**config.mk**
```make
export PLATFORM = sky130hd
export DESIGN_NAME = selective_repeat_receive_window_flat
export DESIGN_NICKNAME = d
export VERILOG_FILES = /design/src/sv/srrw_pkg.sv /design/src/sv/srrw_in_if.sv /design/src/sv/srrw_out_if.sv /design/src/sv/selective_repeat_receive_window.sv /design/src/sv/srrw_ram.sv /design/src/sv/srrw_seq_alu.sv /design/src/flat_wrapper.sv
export SDC_FILE = /design/constraint.sdc
export NUM_CORES = 2
export LEC_CHECK = 0
export ABC_AREA = 1
export BUFFER_PORTS_ARGS = -buffer_cell sky130_fd_sc_hd__buf_2
export CAP_MARGIN = 5
export CORE_ASPECT_RATIO = 0.8
export CORE_UTILIZATION = 45
export CTS_CLUSTER_SIZE = 40
export DETAILED_ROUTE_END_ITERATION = 8
export GPL_ROUTABILITY_DRIVEN = 0
export PLACE_DENSITY_LB_ADDON = 0.12
export SKIP_CTS_REPAIR_TIMING = 1
export SLEW_MARGIN = 20
export SYNTH_ARGS = -nofsm -noshare
export SYNTH_HDL_FRONTEND = slang
export SYNTH_SLANG_ARGS = --single-unit
export TNS_END_PERCENT = 50
```
**constraint.sdc**
```tcl
create_clock -name clk -period 7 [get_ports clk]
set_clock_uncertainty 0.05 [all_clocks]
set_input_delay 1.4 -clock clk [delete_from_list [all_inputs] [get_ports clk]]
set_output_delay 1.4 -clock clk [all_outputs]
set_load 0.005 [all_outputs]
```
**src/sv/srrw_pkg.sv**
```systemverilog
// ----------------------------------------------------------------------------
// srrw_pkg: shared types and constants of the selective-repeat receive window
// Holds the packet and result codes, the sequence unit opcodes and the layout
// of one buffered slot entry.
// ----------------------------------------------------------------------------
package srrw_pkg;

    // Packet kinds on the input channel.
    localparam logic PK_DATA = 1'b0;
    localparam logic PK_EOT  = 1'b1;

    // Result kinds on the output channel.
    localparam logic [1:0] RK_DELIVER = 2'd0;
    localparam logic [1:0] RK_ACK     = 2'd1;
    localparam logic [1:0] RK_EOT     = 2'd2;

    // Window register reset value and upper bound.
    localparam logic [4:0] WIN_RESET = 5'd10;
    localparam int         WIN_CAP   = 16;

    // Operations of the shared sequence-number unit.
    typedef enum logic {
        OP_DIFF,
        OP_INC
    } alu_op_t;

    // One buffered entry: payload descriptor and byte count.
    typedef struct packed {
        logic [31:0] handle;
        logic [9:0]  length;
    } slot_entry_t;

endpackage

```
**src/sv/srrw_in_if.sv**
```systemverilog
// ----------------------------------------------------------------------------
// srrw_in_if: packet channel
// Valid/ready channel that carries one received packet per transfer.
// ----------------------------------------------------------------------------
interface srrw_in_if;
    logic        valid;
    logic        ready;
    logic        packet_kind;
    logic [4:0]  seq_num;
    logic [31:0] payload_handle;
    logic [9:0]  payload_length;

    modport source (
        output valid, packet_kind, seq_num, payload_handle, payload_length,
        input  ready
    );

    modport sink (
        input  valid, packet_kind, seq_num, payload_handle, payload_length,
        output ready
    );
endinterface

```
**src/sv/srrw_out_if.sv**
```systemverilog
// ----------------------------------------------------------------------------
// srrw_out_if: result channel
// Valid/ready channel that carries one delivery, ack or EOT reply per transfer.
// ----------------------------------------------------------------------------
interface srrw_out_if;
    logic        valid;
    logic        ready;
    logic [1:0]  result_kind;
    logic [4:0]  out_seq;
    logic [31:0] out_handle;
    logic [9:0]  out_length;
    logic        last;

    modport source (
        output valid, result_kind, out_seq, out_handle, out_length, last,
        input  ready
    );

    modport sink (
        input  valid, result_kind, out_seq, out_handle, out_length, last,
        output ready
    );
endinterface

```
**src/sv/selective_repeat_receive_window.sv**
```systemverilog
// ----------------------------------------------------------------------------
// selective_repeat_receive_window: selective-repeat ARQ receive window
// Classifies each packet against the expected sequence number, buffers
// packets ahead in the window, delivers in order and drains buffered entries.
// ----------------------------------------------------------------------------
//
//  Channel   Direction  Handshake        Payload
//  packet    in         valid/ready      packet_kind, seq_num, payload_handle,
//                                        payload_length
//  result    out        valid/ready      result_kind, out_seq, out_handle,
//                                        out_length, last
//  cfg       in         write enable     window_size (5 bits)
//
//  A packet that is acked only passes accept, classify and emit; an ignored
//  packet passes accept and classify. An in-order packet is delivered and
//  acked, then each drained entry passes probe, the registered slot RAM read and emit.
//  Packets are accepted only while the sequencer is idle.
//  A stalled result holds in the output register until the sink takes it.
//  Reset clears the valid bitmap at once; no clearing pass is needed.
// ----------------------------------------------------------------------------
module selective_repeat_receive_window #(
    parameter int SEQ_SPACE = 32
) (
    input  logic         clk,
    input  logic         rst_n,
    srrw_in_if.sink      packet,
    srrw_out_if.source   result,
    input  logic         cfg_write_en,
    input  logic [4:0]   cfg_write_data
);

    localparam int SEQ_W   = $clog2(SEQ_SPACE);
    localparam int CNT_W   = $clog2(SEQ_SPACE + 1);
    localparam int NW      = SEQ_W + 1;
    localparam int WIN_MAX = (srrw_pkg::WIN_CAP < SEQ_SPACE / 2) ?
                             srrw_pkg::WIN_CAP : SEQ_SPACE / 2;

    typedef enum logic [2:0] {
        ST_IDLE,
        ST_CLASS,
        ST_ACK,
        ST_PROBE,
        ST_READ,
        ST_EMIT
    } state_t;

    state_t                 state_reg;
    logic [4:0]             window_reg;
    logic [SEQ_W-1:0]       exp_reg;
    logic [SEQ_SPACE-1:0]   held_reg;
    logic [CNT_W-1:0]       held_count_reg;
    logic                   finished_reg;
    logic                   ack_pend_reg;
    logic [SEQ_W-1:0]       drain_seq_reg;
    logic                   drain_last_reg;

    // Captured packet.
    logic                   pkt_kind_reg;
    logic [4:0]             pkt_seq_reg;
    logic [31:0]            pkt_handle_reg;
    logic [9:0]             pkt_length_reg;

    // Output register.
    logic [1:0]             res_kind_reg;
    logic [4:0]             res_seq_reg;
    logic [31:0]            res_handle_reg;
    logic [9:0]             res_length_reg;
    logic                   res_last_reg;

    srrw_pkg::alu_op_t      alu_op;
    logic [SEQ_W-1:0]       alu_a;
    logic [SEQ_W-1:0]       alu_y;
    logic [SEQ_W-1:0]       seq_idx;
    logic                   seq_ok;
    logic [NW-1:0]          win_n;
    logic [NW-1:0]          seq_gap;
    logic                   in_order;
    logic                   ahead;
    logic                   dup;
    logic                   ram_wr_en;
    srrw_pkg::slot_entry_t  ram_wr_data;
    srrw_pkg::slot_entry_t  ram_rd_data;

    // Effective window: zero counts as one, large values saturate.
    always_comb
    begin
        if (window_reg == 5'd0)
        begin
            win_n = NW'(1);
        end
        else if (6'(window_reg) > 6'(WIN_MAX))
        begin
            win_n = NW'(WIN_MAX);
        end
        else
        begin
            win_n = NW'(window_reg);
        end
    end

    // The shared unit measures distance in classify and steps otherwise.
    assign seq_idx = SEQ_W'(pkt_seq_reg);
    assign seq_ok  = 9'(pkt_seq_reg) < 9'(SEQ_SPACE);
    assign alu_op  = (state_reg == ST_CLASS) ? srrw_pkg::OP_DIFF : srrw_pkg::OP_INC;
    assign alu_a   = (state_reg == ST_CLASS) ? seq_idx : exp_reg;

    srrw_seq_alu #(
        .SEQ_SPACE (SEQ_SPACE)
    ) u_alu (
        .op (alu_op),
        .a  (alu_a),
        .b  (exp_reg),
        .y  (alu_y)
    );

    // Window classification of the captured packet.
    assign seq_gap  = {1'b0, alu_y};
    assign in_order = (alu_y == '0);
    assign ahead    = seq_gap < win_n;
    assign dup      = seq_gap >= (NW'(SEQ_SPACE) - win_n);

    // A fresh packet ahead in the window goes into slot RAM.
    assign ram_wr_en   = (state_reg == ST_CLASS) && !finished_reg &&
                         (pkt_kind_reg == srrw_pkg::PK_DATA) && seq_ok &&
                         !in_order && ahead && !held_reg[seq_idx];
    assign ram_wr_data = '{handle: pkt_handle_reg, length: pkt_length_reg};

    srrw_ram #(
        .WIDTH ($bits(srrw_pkg::slot_entry_t)),
        .DEPTH (SEQ_SPACE)
    ) u_slot_ram (
        .clk     (clk),
        .wr_en   (ram_wr_en),
        .wr_addr (seq_idx),
        .wr_data (ram_wr_data),
        .rd_en   (state_reg == ST_PROBE),
        .rd_addr (exp_reg),
        .rd_data (ram_rd_data)
    );

    // Window register.
    always_ff @(posedge clk or negedge rst_n)
    begin
        if (!rst_n)
        begin
            window_reg <= srrw_pkg::WIN_RESET;
        end
        else if (cfg_write_en)
        begin
            window_reg <= cfg_write_data;
        end
    end

    // Sequencer, window state and output register.
    always_ff @(posedge clk or negedge rst_n)
    begin
        if (!rst_n)
        begin
            state_reg      <= ST_IDLE;
            exp_reg        <= '0;
            held_reg       <= '0;
            held_count_reg <= '0;
            finished_reg   <= 1'b0;
            ack_pend_reg   <= 1'b0;
            drain_seq_reg  <= '0;
            drain_last_reg <= 1'b0;
            pkt_kind_reg   <= 1'b0;
            pkt_seq_reg    <= '0;
            pkt_handle_reg <= '0;
            pkt_length_reg <= '0;
            res_kind_reg   <= srrw_pkg::RK_DELIVER;
            res_seq_reg    <= '0;
            res_handle_reg <= '0;
            res_length_reg <= '0;
            res_last_reg   <= 1'b0;
        end
        else
        begin
            case (state_reg)
                ST_IDLE:
                begin
                    if (packet.valid)
                    begin
                        pkt_kind_reg   <= packet.packet_kind;
                        pkt_seq_reg    <= packet.seq_num;
                        pkt_handle_reg <= packet.payload_handle;
                        pkt_length_reg <= packet.payload_length;
                        state_reg      <= ST_CLASS;
                    end
                end
                ST_CLASS:
                begin
                    res_seq_reg <= pkt_seq_reg;
                    if (finished_reg)
                    begin
                        state_reg <= ST_IDLE;
                    end
                    else if (pkt_kind_reg == srrw_pkg::PK_EOT)
                    begin
                        // The EOT reply goes out only with an empty buffer.
                        if (held_count_reg == '0)
                        begin
                            res_kind_reg   <= srrw_pkg::RK_EOT;
                            res_handle_reg <= '0;
                            res_length_reg <= '0;
                            res_last_reg   <= 1'b1;
                            finished_reg   <= 1'b1;
                            state_reg      <= ST_EMIT;
                        end
                        else
                        begin
                            state_reg <= ST_IDLE;
                        end
                    end
                    else if (seq_ok && in_order)
                    begin
                        res_kind_reg   <= srrw_pkg::RK_DELIVER;
                        res_handle_reg <= pkt_handle_reg;
                        res_length_reg <= pkt_length_reg;
                        res_last_reg   <= 1'b0;
                        ack_pend_reg   <= 1'b1;
                        state_reg      <= ST_EMIT;
                    end
                    else if (seq_ok && (ahead || dup))
                    begin
                        // A fresh packet ahead is stored once; both cases are acked.
                        if (ahead && !held_reg[seq_idx])
                        begin
                            held_reg[seq_idx] <= 1'b1;
                            held_count_reg    <= held_count_reg + CNT_W'(1);
                        end
                        res_kind_reg   <= srrw_pkg::RK_ACK;
                        res_handle_reg <= '0;
                        res_length_reg <= '0;
                        res_last_reg   <= 1'b1;
                        state_reg      <= ST_EMIT;
                    end
                    else
                    begin
                        state_reg <= ST_IDLE;
                    end
                end
                ST_ACK:
                begin
                    // Ack the in-order packet and advance the window.
                    res_kind_reg   <= srrw_pkg::RK_ACK;
                    res_seq_reg    <= pkt_seq_reg;
                    res_handle_reg <= '0;
                    res_length_reg <= '0;
                    res_last_reg   <= !held_reg[alu_y];
                    exp_reg        <= alu_y;
                    ack_pend_reg   <= 1'b0;
                    state_reg      <= ST_EMIT;
                end
                ST_PROBE:
                begin
                    // Release the next buffered entry; its data arrives next.
                    drain_seq_reg     <= exp_reg;
                    drain_last_reg    <= !held_reg[alu_y];
                    held_reg[exp_reg] <= 1'b0;
                    held_count_reg    <= held_count_reg - CNT_W'(1);
                    exp_reg           <= alu_y;
                    state_reg         <= ST_READ;
                end
                ST_READ:
                begin
                    res_kind_reg   <= srrw_pkg::RK_DELIVER;
                    res_seq_reg    <= 5'(drain_seq_reg);
                    res_handle_reg <= ram_rd_data.handle;
                    res_length_reg <= ram_rd_data.length;
                    res_last_reg   <= drain_last_reg;
                    state_reg      <= ST_EMIT;
                end
                ST_EMIT:
                begin
                    if (result.ready)
                    begin
                        if (res_last_reg)
                        begin
                            state_reg <= ST_IDLE;
                        end
                        else if (ack_pend_reg)
                        begin
                            state_reg <= ST_ACK;
                        end
                        else
                        begin
                            state_reg <= ST_PROBE;
                        end
                    end
                end
                default:
                begin
                    state_reg <= ST_IDLE;
                end
            endcase
        end
    end

    // Channel outputs.
    assign packet.ready       = (state_reg == ST_IDLE);
    assign result.valid       = (state_reg == ST_EMIT);
    assign result.result_kind = res_kind_reg;
    assign result.out_seq     = res_seq_reg;
    assign result.out_handle  = res_handle_reg;
    assign result.out_length  = res_length_reg;
    assign result.last        = res_last_reg;

`ifndef SYNTH
    // The fill count tracks the bitmap exactly.
    assert property (@(posedge clk) disable iff (!rst_n)
        held_count_reg == CNT_W'($countones(held_reg)))
        else $error("held count does not match the slot bitmap");

    // Between packets the slot at the expected sequence number is never held.
    assert property (@(posedge clk) disable iff (!rst_n)
        (state_reg == ST_IDLE) |-> !held_reg[exp_reg])
        else $error("expected slot is marked held while idle");

    // An EOT reply only leaves with an empty buffer and closes the item.
    assert property (@(posedge clk) disable iff (!rst_n)
        (result.valid && result.result_kind == srrw_pkg::RK_EOT) |->
        (held_count_reg == '0 && result.last && finished_reg))
        else $error("EOT reply with buffered entries");

    // After end of transmission a packet produces no result.
    assert property (@(posedge clk) disable iff (!rst_n)
        (finished_reg && packet.valid && packet.ready) |=> ##1
        (state_reg == ST_IDLE))
        else $error("result after end of transmission");

    // A delivered entry that was drained comes with a deliver code.
    assert property (@(posedge clk) disable iff (!rst_n)
        (state_reg == ST_READ) |=>
        (result.valid && result.result_kind == srrw_pkg::RK_DELIVER))
        else $error("drain did not produce a delivery");
`endif

endmodule

```
**src/sv/srrw_ram.sv**
```systemverilog
// ----------------------------------------------------------------------------
// srrw_ram: generic single-write, single-read RAM
// One write port and one read port with registered read data.
// ----------------------------------------------------------------------------
module srrw_ram #(
    parameter int WIDTH = 42,
    parameter int DEPTH = 32
) (
    input  logic                     clk,
    input  logic                     wr_en,
    input  logic [$clog2(DEPTH)-1:0] wr_addr,
    input  logic [WIDTH-1:0]         wr_data,
    input  logic                     rd_en,
    input  logic [$clog2(DEPTH)-1:0] rd_addr,
    output logic [WIDTH-1:0]         rd_data
);

    logic [WIDTH-1:0] mem [DEPTH];

    // Write port and registered read port.
    always_ff @(posedge clk)
    begin
        if (wr_en)
        begin
            mem[wr_addr] <= wr_data;
        end
        if (rd_en)
        begin
            rd_data <= mem[rd_addr];
        end
    end

endmodule

```
**src/sv/srrw_seq_alu.sv**
```systemverilog
// ----------------------------------------------------------------------------
// srrw_seq_alu: shared sequence-number unit
// Computes the modular distance of two sequence numbers or the modular
// successor of one, over a sequence space of SEQ_SPACE numbers.
// ----------------------------------------------------------------------------
module srrw_seq_alu #(
    parameter int SEQ_SPACE = 32
) (
    input  srrw_pkg::alu_op_t                op,
    input  logic [$clog2(SEQ_SPACE)-1:0]     a,
    input  logic [$clog2(SEQ_SPACE)-1:0]     b,
    output logic [$clog2(SEQ_SPACE)-1:0]     y
);

    localparam int SEQ_W = $clog2(SEQ_SPACE);

    logic [SEQ_W:0] diff;
    logic [SEQ_W:0] diff_wrap;

    // A borrow out of the subtraction means the distance wrapped.
    assign diff      = {1'b0, a} - {1'b0, b};
    assign diff_wrap = diff + (SEQ_W + 1)'(SEQ_SPACE);

    always_comb
    begin
        case (op)
            srrw_pkg::OP_DIFF:
            begin
                y = diff[SEQ_W] ? diff_wrap[SEQ_W-1:0] : diff[SEQ_W-1:0];
            end
            srrw_pkg::OP_INC:
            begin
                y = (a == SEQ_W'(SEQ_SPACE - 1)) ? '0 : a + SEQ_W'(1);
            end
            default:
            begin
                y = '0;
            end
        endcase
    end

endmodule
```
**src/flat_wrapper.sv**
```systemverilog
// flat-port wrapper written by rule: the top's interface ports become plain ports
module selective_repeat_receive_window_flat 
#(
    parameter int SEQ_SPACE = 32
)
  (clk, rst_n, cfg_write_en, cfg_write_data, packet_valid, packet_packet_kind, packet_seq_num, packet_payload_handle, packet_payload_length, packet_ready, result_valid, result_result_kind, result_out_seq, result_out_handle, result_out_length, result_last, result_ready);
  srrw_in_if packet_i ();
  srrw_out_if result_i ();
  input  logic clk;
  input  logic rst_n;
  input  logic cfg_write_en;
  input  logic [4:0] cfg_write_data;
  input wire logic [$bits(packet_i.valid)-1:0] packet_valid;
  input wire logic [$bits(packet_i.packet_kind)-1:0] packet_packet_kind;
  input wire logic [$bits(packet_i.seq_num)-1:0] packet_seq_num;
  input wire logic [$bits(packet_i.payload_handle)-1:0] packet_payload_handle;
  input wire logic [$bits(packet_i.payload_length)-1:0] packet_payload_length;
  output wire logic [$bits(packet_i.ready)-1:0] packet_ready;
  output wire logic [$bits(result_i.valid)-1:0] result_valid;
  output wire logic [$bits(result_i.result_kind)-1:0] result_result_kind;
  output wire logic [$bits(result_i.out_seq)-1:0] result_out_seq;
  output wire logic [$bits(result_i.out_handle)-1:0] result_out_handle;
  output wire logic [$bits(result_i.out_length)-1:0] result_out_length;
  output wire logic [$bits(result_i.last)-1:0] result_last;
  input wire logic [$bits(result_i.ready)-1:0] result_ready;
  assign packet_i.valid = packet_valid;
  assign packet_i.packet_kind = packet_packet_kind;
  assign packet_i.seq_num = packet_seq_num;
  assign packet_i.payload_handle = packet_payload_handle;
  assign packet_i.payload_length = packet_payload_length;
  assign packet_ready = packet_i.ready;
  assign result_valid = result_i.valid;
  assign result_result_kind = result_i.result_kind;
  assign result_out_seq = result_i.out_seq;
  assign result_out_handle = result_i.out_handle;
  assign result_out_length = result_i.out_length;
  assign result_last = result_i.last;
  assign result_i.ready = result_ready;
  selective_repeat_receive_window #(.SEQ_SPACE(SEQ_SPACE)) u_core (.clk(clk), .rst_n(rst_n), .packet(packet_i), .result(result_i), .cfg_write_en(cfg_write_en), .cfg_write_data(cfg_write_data));
endmodule
```
==> impl_metrics.csv <==
group,metric,value,unit
synthesis,synth_cell_type_count,54,
global_route,grt_max_degree,141,
placed_design,hpwl,105000,um
synthesis,yosys_warnings,0,
clock_network,path_clk_slew,0.06,ns
cells_and_area,top_regs,"u_core.u_slot_ram.mem x1344, u_core.u_slot_ram.rd_data x42",
global_route,grt_usage,27.0,%
synthesis,ys_seq_area_share,75.0,%
critical_path,critPathArrivalTime,6.29,ns
sta,finalCritPeriodShare,84.8,%
global_route,grt_overflow_total,0,
min_path,hold_path.class,"reg2reg",
cells_and_area,stdcell_count,6350,
placed_design,dpl.cell_count,6065,
sta,maxSlewViolCount,0,
critical_path,startpoint_type,"register",
floorplan,die_area,136000,sq um
critical_path,critPathSlowestCell,"buf_4",
synthesis,syn_nets,4419,
drt,drt_iter0_markers,4613,
sta,tns,0,ns
critical_path,crit_family,"simple AND/OR/NAND/NOR gates",
synthesis,syn_area_per_cell,14.0,sq um
global_route,grt_pass1_wl,264000,um
synthesis,ys.flop_type,"edfxtp_1",
sta,timing.final.crit_period,5.94,ns
critical_path,r2r-start,"u_core.state_reg[2]$_DFFE_PN0P_",
clock_network,numCtsBuffers,153,
run_status,status,"finished, final reports clean",
critical_path,critPathMaxStageDelay,0.76,ns
cells_and_area,syn_to_final_growth,13.0,%
power,p_leak,22.9,nW
global_route,antenna_found_initial,10,
sta,relSlewSlack,26.0,%
clock_network,cts_tree,"built",
synthesis,synthArstFlopShare,10.2,%
floorplan,die_h,331,um
sta,hold_ws,0.425,ns
cells_and_area,largest_reg_flops,1344,
global_route,grt_pass1_vias,36300,
floorplan,num_rows,120,
placed_design,dpl_worst_slack,1.15,ns
synthesis,yosysMostFrequentCell,"edfxtp_1",
drt,wl_per_cell,29.1,um
critical_path,critical_path_peak_fanout,42,
sta,hold_viol,0,
cells_and_area,drive_gt1_share,14.0,%
min_path,hp-start,"u_core.result.out_handle[6]$_DFFE_PN0P_",
floorplan,ios,110,
critical_path,worst_r2r_endpoint,"u_core.u_slot_ram.mem[0][25]$_DFFE_PP_",
clock_network,clockBufferDepth,3,
power,p_total,29.6,mW
synthesis,synth_area,60700,sq um
drt,drc,0,
sta,rsz0062_at_grt,"false",
floorplan,initial_core_util,45.4,%
drt,avgViaCountPerCell,6.10,
placed_design,place_area,63700,sq um
cells_and_area,nFillCells,11300,
synthesis,synth_edf_count,1386,
sta,post-route-worst-setup-slack,1.06,ns
cells_and_area,nets,4531,
drt,ant_nets,0,
floorplan,die_w,413,um
clock_network,clockRootBuffer,"clkbuf_16",
clock_network,cts.sinks,1543,
cells_and_area,design_area,68600,sq um
critical_path,worst_r2r_path_depth,22,
cells_and_area,seq_area,45600,sq um
drt,wirelength,185000,um
synthesis,synth_top_area_share,68.6,%
critical_path,critPathCaptureType,"register",
critical_path,crit_chain,"inv_2 -> nand3_4 -> o21ai_1 -> inv_1 -> fa_1 -> nand3b_1 -> nand2_1 -> or2_1 -> nand3_1 -> nand2_1 -> ha_1 -> nand2_1 -> inv_1 -> o21ai_0 -> o2111ai_1 -> inv_1 -> nand3_1 -> nand2b_1 -> or2_2 -> buf_4 -> nor3_4 -> buf_4",
cells_and_area,final_util,51.3,%
synthesis,ys_ff_latch,1543,
floorplan,coreArea,134000,sq um
cells_and_area,largest_register,"u_core.u_slot_ram.mem",
critical_path,crit_type,"reg2reg",
min_path,hold-path-cell-count,2,
cells_and_area,multi_input_area,13700,sq um
synthesis,syn-instance-count,4339,
synthesis,synth_top_area_cell,"edfxtp_1",
power,powerDensity,432,nW/um^2
min_path,worstHoldEndpoint,"u_core.result.out_handle[6]$_DFFE_PN0P_",
critical_path,cp.buffers_inverters,6,
synthesis,netlist_top_cells_count,"1386 x edfxtp_1, 811 x nand3_1, 449 x nand2_1",
power,peakVddDrop,0.341,mV
critical_path,regToRegSetupSlack,1.06,ns
flow_run,drv_cap,0,
drt,dr.pass1.iters,5,
critical_path,cp.required,7.35,ns
drt,num_vias,38700,
synthesis,synth_area_leaders,"edfxtp_1 69%, nand3_1 6.7%, dfrtp_1 6.4%, a22oi_1 4.2%, a31oi_1 2.9%",
sta,fmax,0.168,GHz
clock_network,clk-insertion-delay-late,0.78,ns
sta,worst_pin_slew,1.11,ns
sta,setup_viol,0,
placed_design,port_buffers,109,
clock_network,h-tree-depth,4,
where the power goes:
group          total (mW)  switching [mW]  internal, mW
clock network        8.09            3.51          4.59
registers            12.2           0.505          11.7
logic                9.27            6.99          2.28
total                29.6            11.0          18.6
layout by cell type, fill, tap and decap left out, drive strengths merged, types with 8 or more instances in the layout:
cell type  instances
edfxtp          1386
a31oi            280
or2               40
dfrtp            155
ha                20
nand3            816
nor2              47
clkinv            51
inv              116
nand4             23
nand2            453
nor3              73
a21oi             17
a22oi            340
clkbuf           219
nor4b             19
o22ai              8
nor4              17
o21ai            143
mux2              45
buf              265
worst max path at each step:
stage	slack, ns	to	from	cells past startpoint
2_1_floorplan	0.19	u_core.u_slot_ram.mem[26][0]$_DFFE_PP_	u_core.exp_reg[1]$_DFFE_PN0P_	20
3_5_place_dp	1.15	u_core.u_slot_ram.mem[0][32]$_DFFE_PP_	u_core.state_reg[2]$_DFFE_PN0P_	22
4_1_cts	1.12	u_core.u_slot_ram.mem[3][27]$_DFFE_PP_	u_core.state_reg[2]$_DFFE_PN0P_	22
6_report	1.06	u_core.u_slot_ram.mem[0][25]$_DFFE_PP_	u_core.state_reg[2]$_DFFE_PN0P_	22
5_1_grt	0.73	u_core.u_slot_ram.mem[0][32]$_DFFE_PP_	u_core.state_reg[2]$_DFFE_PN0P_	21
3_3_place_gp	1.17	u_core.u_slot_ram.mem[3][25]$_DFFE_PP_	u_core.state_reg[2]$_DFFE_PN0P_	22
worst register-to-register path, delay by kind of cell (launching register included):
kind | cells | cell delay (ns)
buf+inv | 6 | 1.62
simple gates | 11 | 2.05
fa+ha+maj | 2 | 0.72
flops | 1 | 0.44
compound gates | 3 | 0.62
kinds of logic after synthesis:
group / share of synthesized area [%]
simple gates: 12.0
buf+inv: 2.85
mux: 0.835
flops: 75.0
fa+ha+maj: 0.478
xor+xnor: 0.115
compound gates: 8.72
final cells by class:
| type | instances | area share [%] |
|---|---|---|
| clock inverter | 64 | 0.770 |
| sequential | 1543 | 66.4 |
| antenna | 2 | 0.00730 |
| timing repair buffer | 265 | 2.65 |
| clock buffer | 219 | 6.34 |
| inverter | 114 | 0.639 |
| tap | 1769 | 3.23 |
| multi-input combinational | 2374 | 19.9 |
routing by layer:
metal	wire [um]	share of wire, %	GRT usage, %	vias to the layer above
met2	78100	42	37.7	1860
met1	85700	46	42.6	19700
met4	3140	1.7	6.23	4
met5	23	0.012	0	-
met3	17500	9.5	5.98	207
li1	-	-	-	17000
No activity file was read; power rests on OpenSTA's default activity.
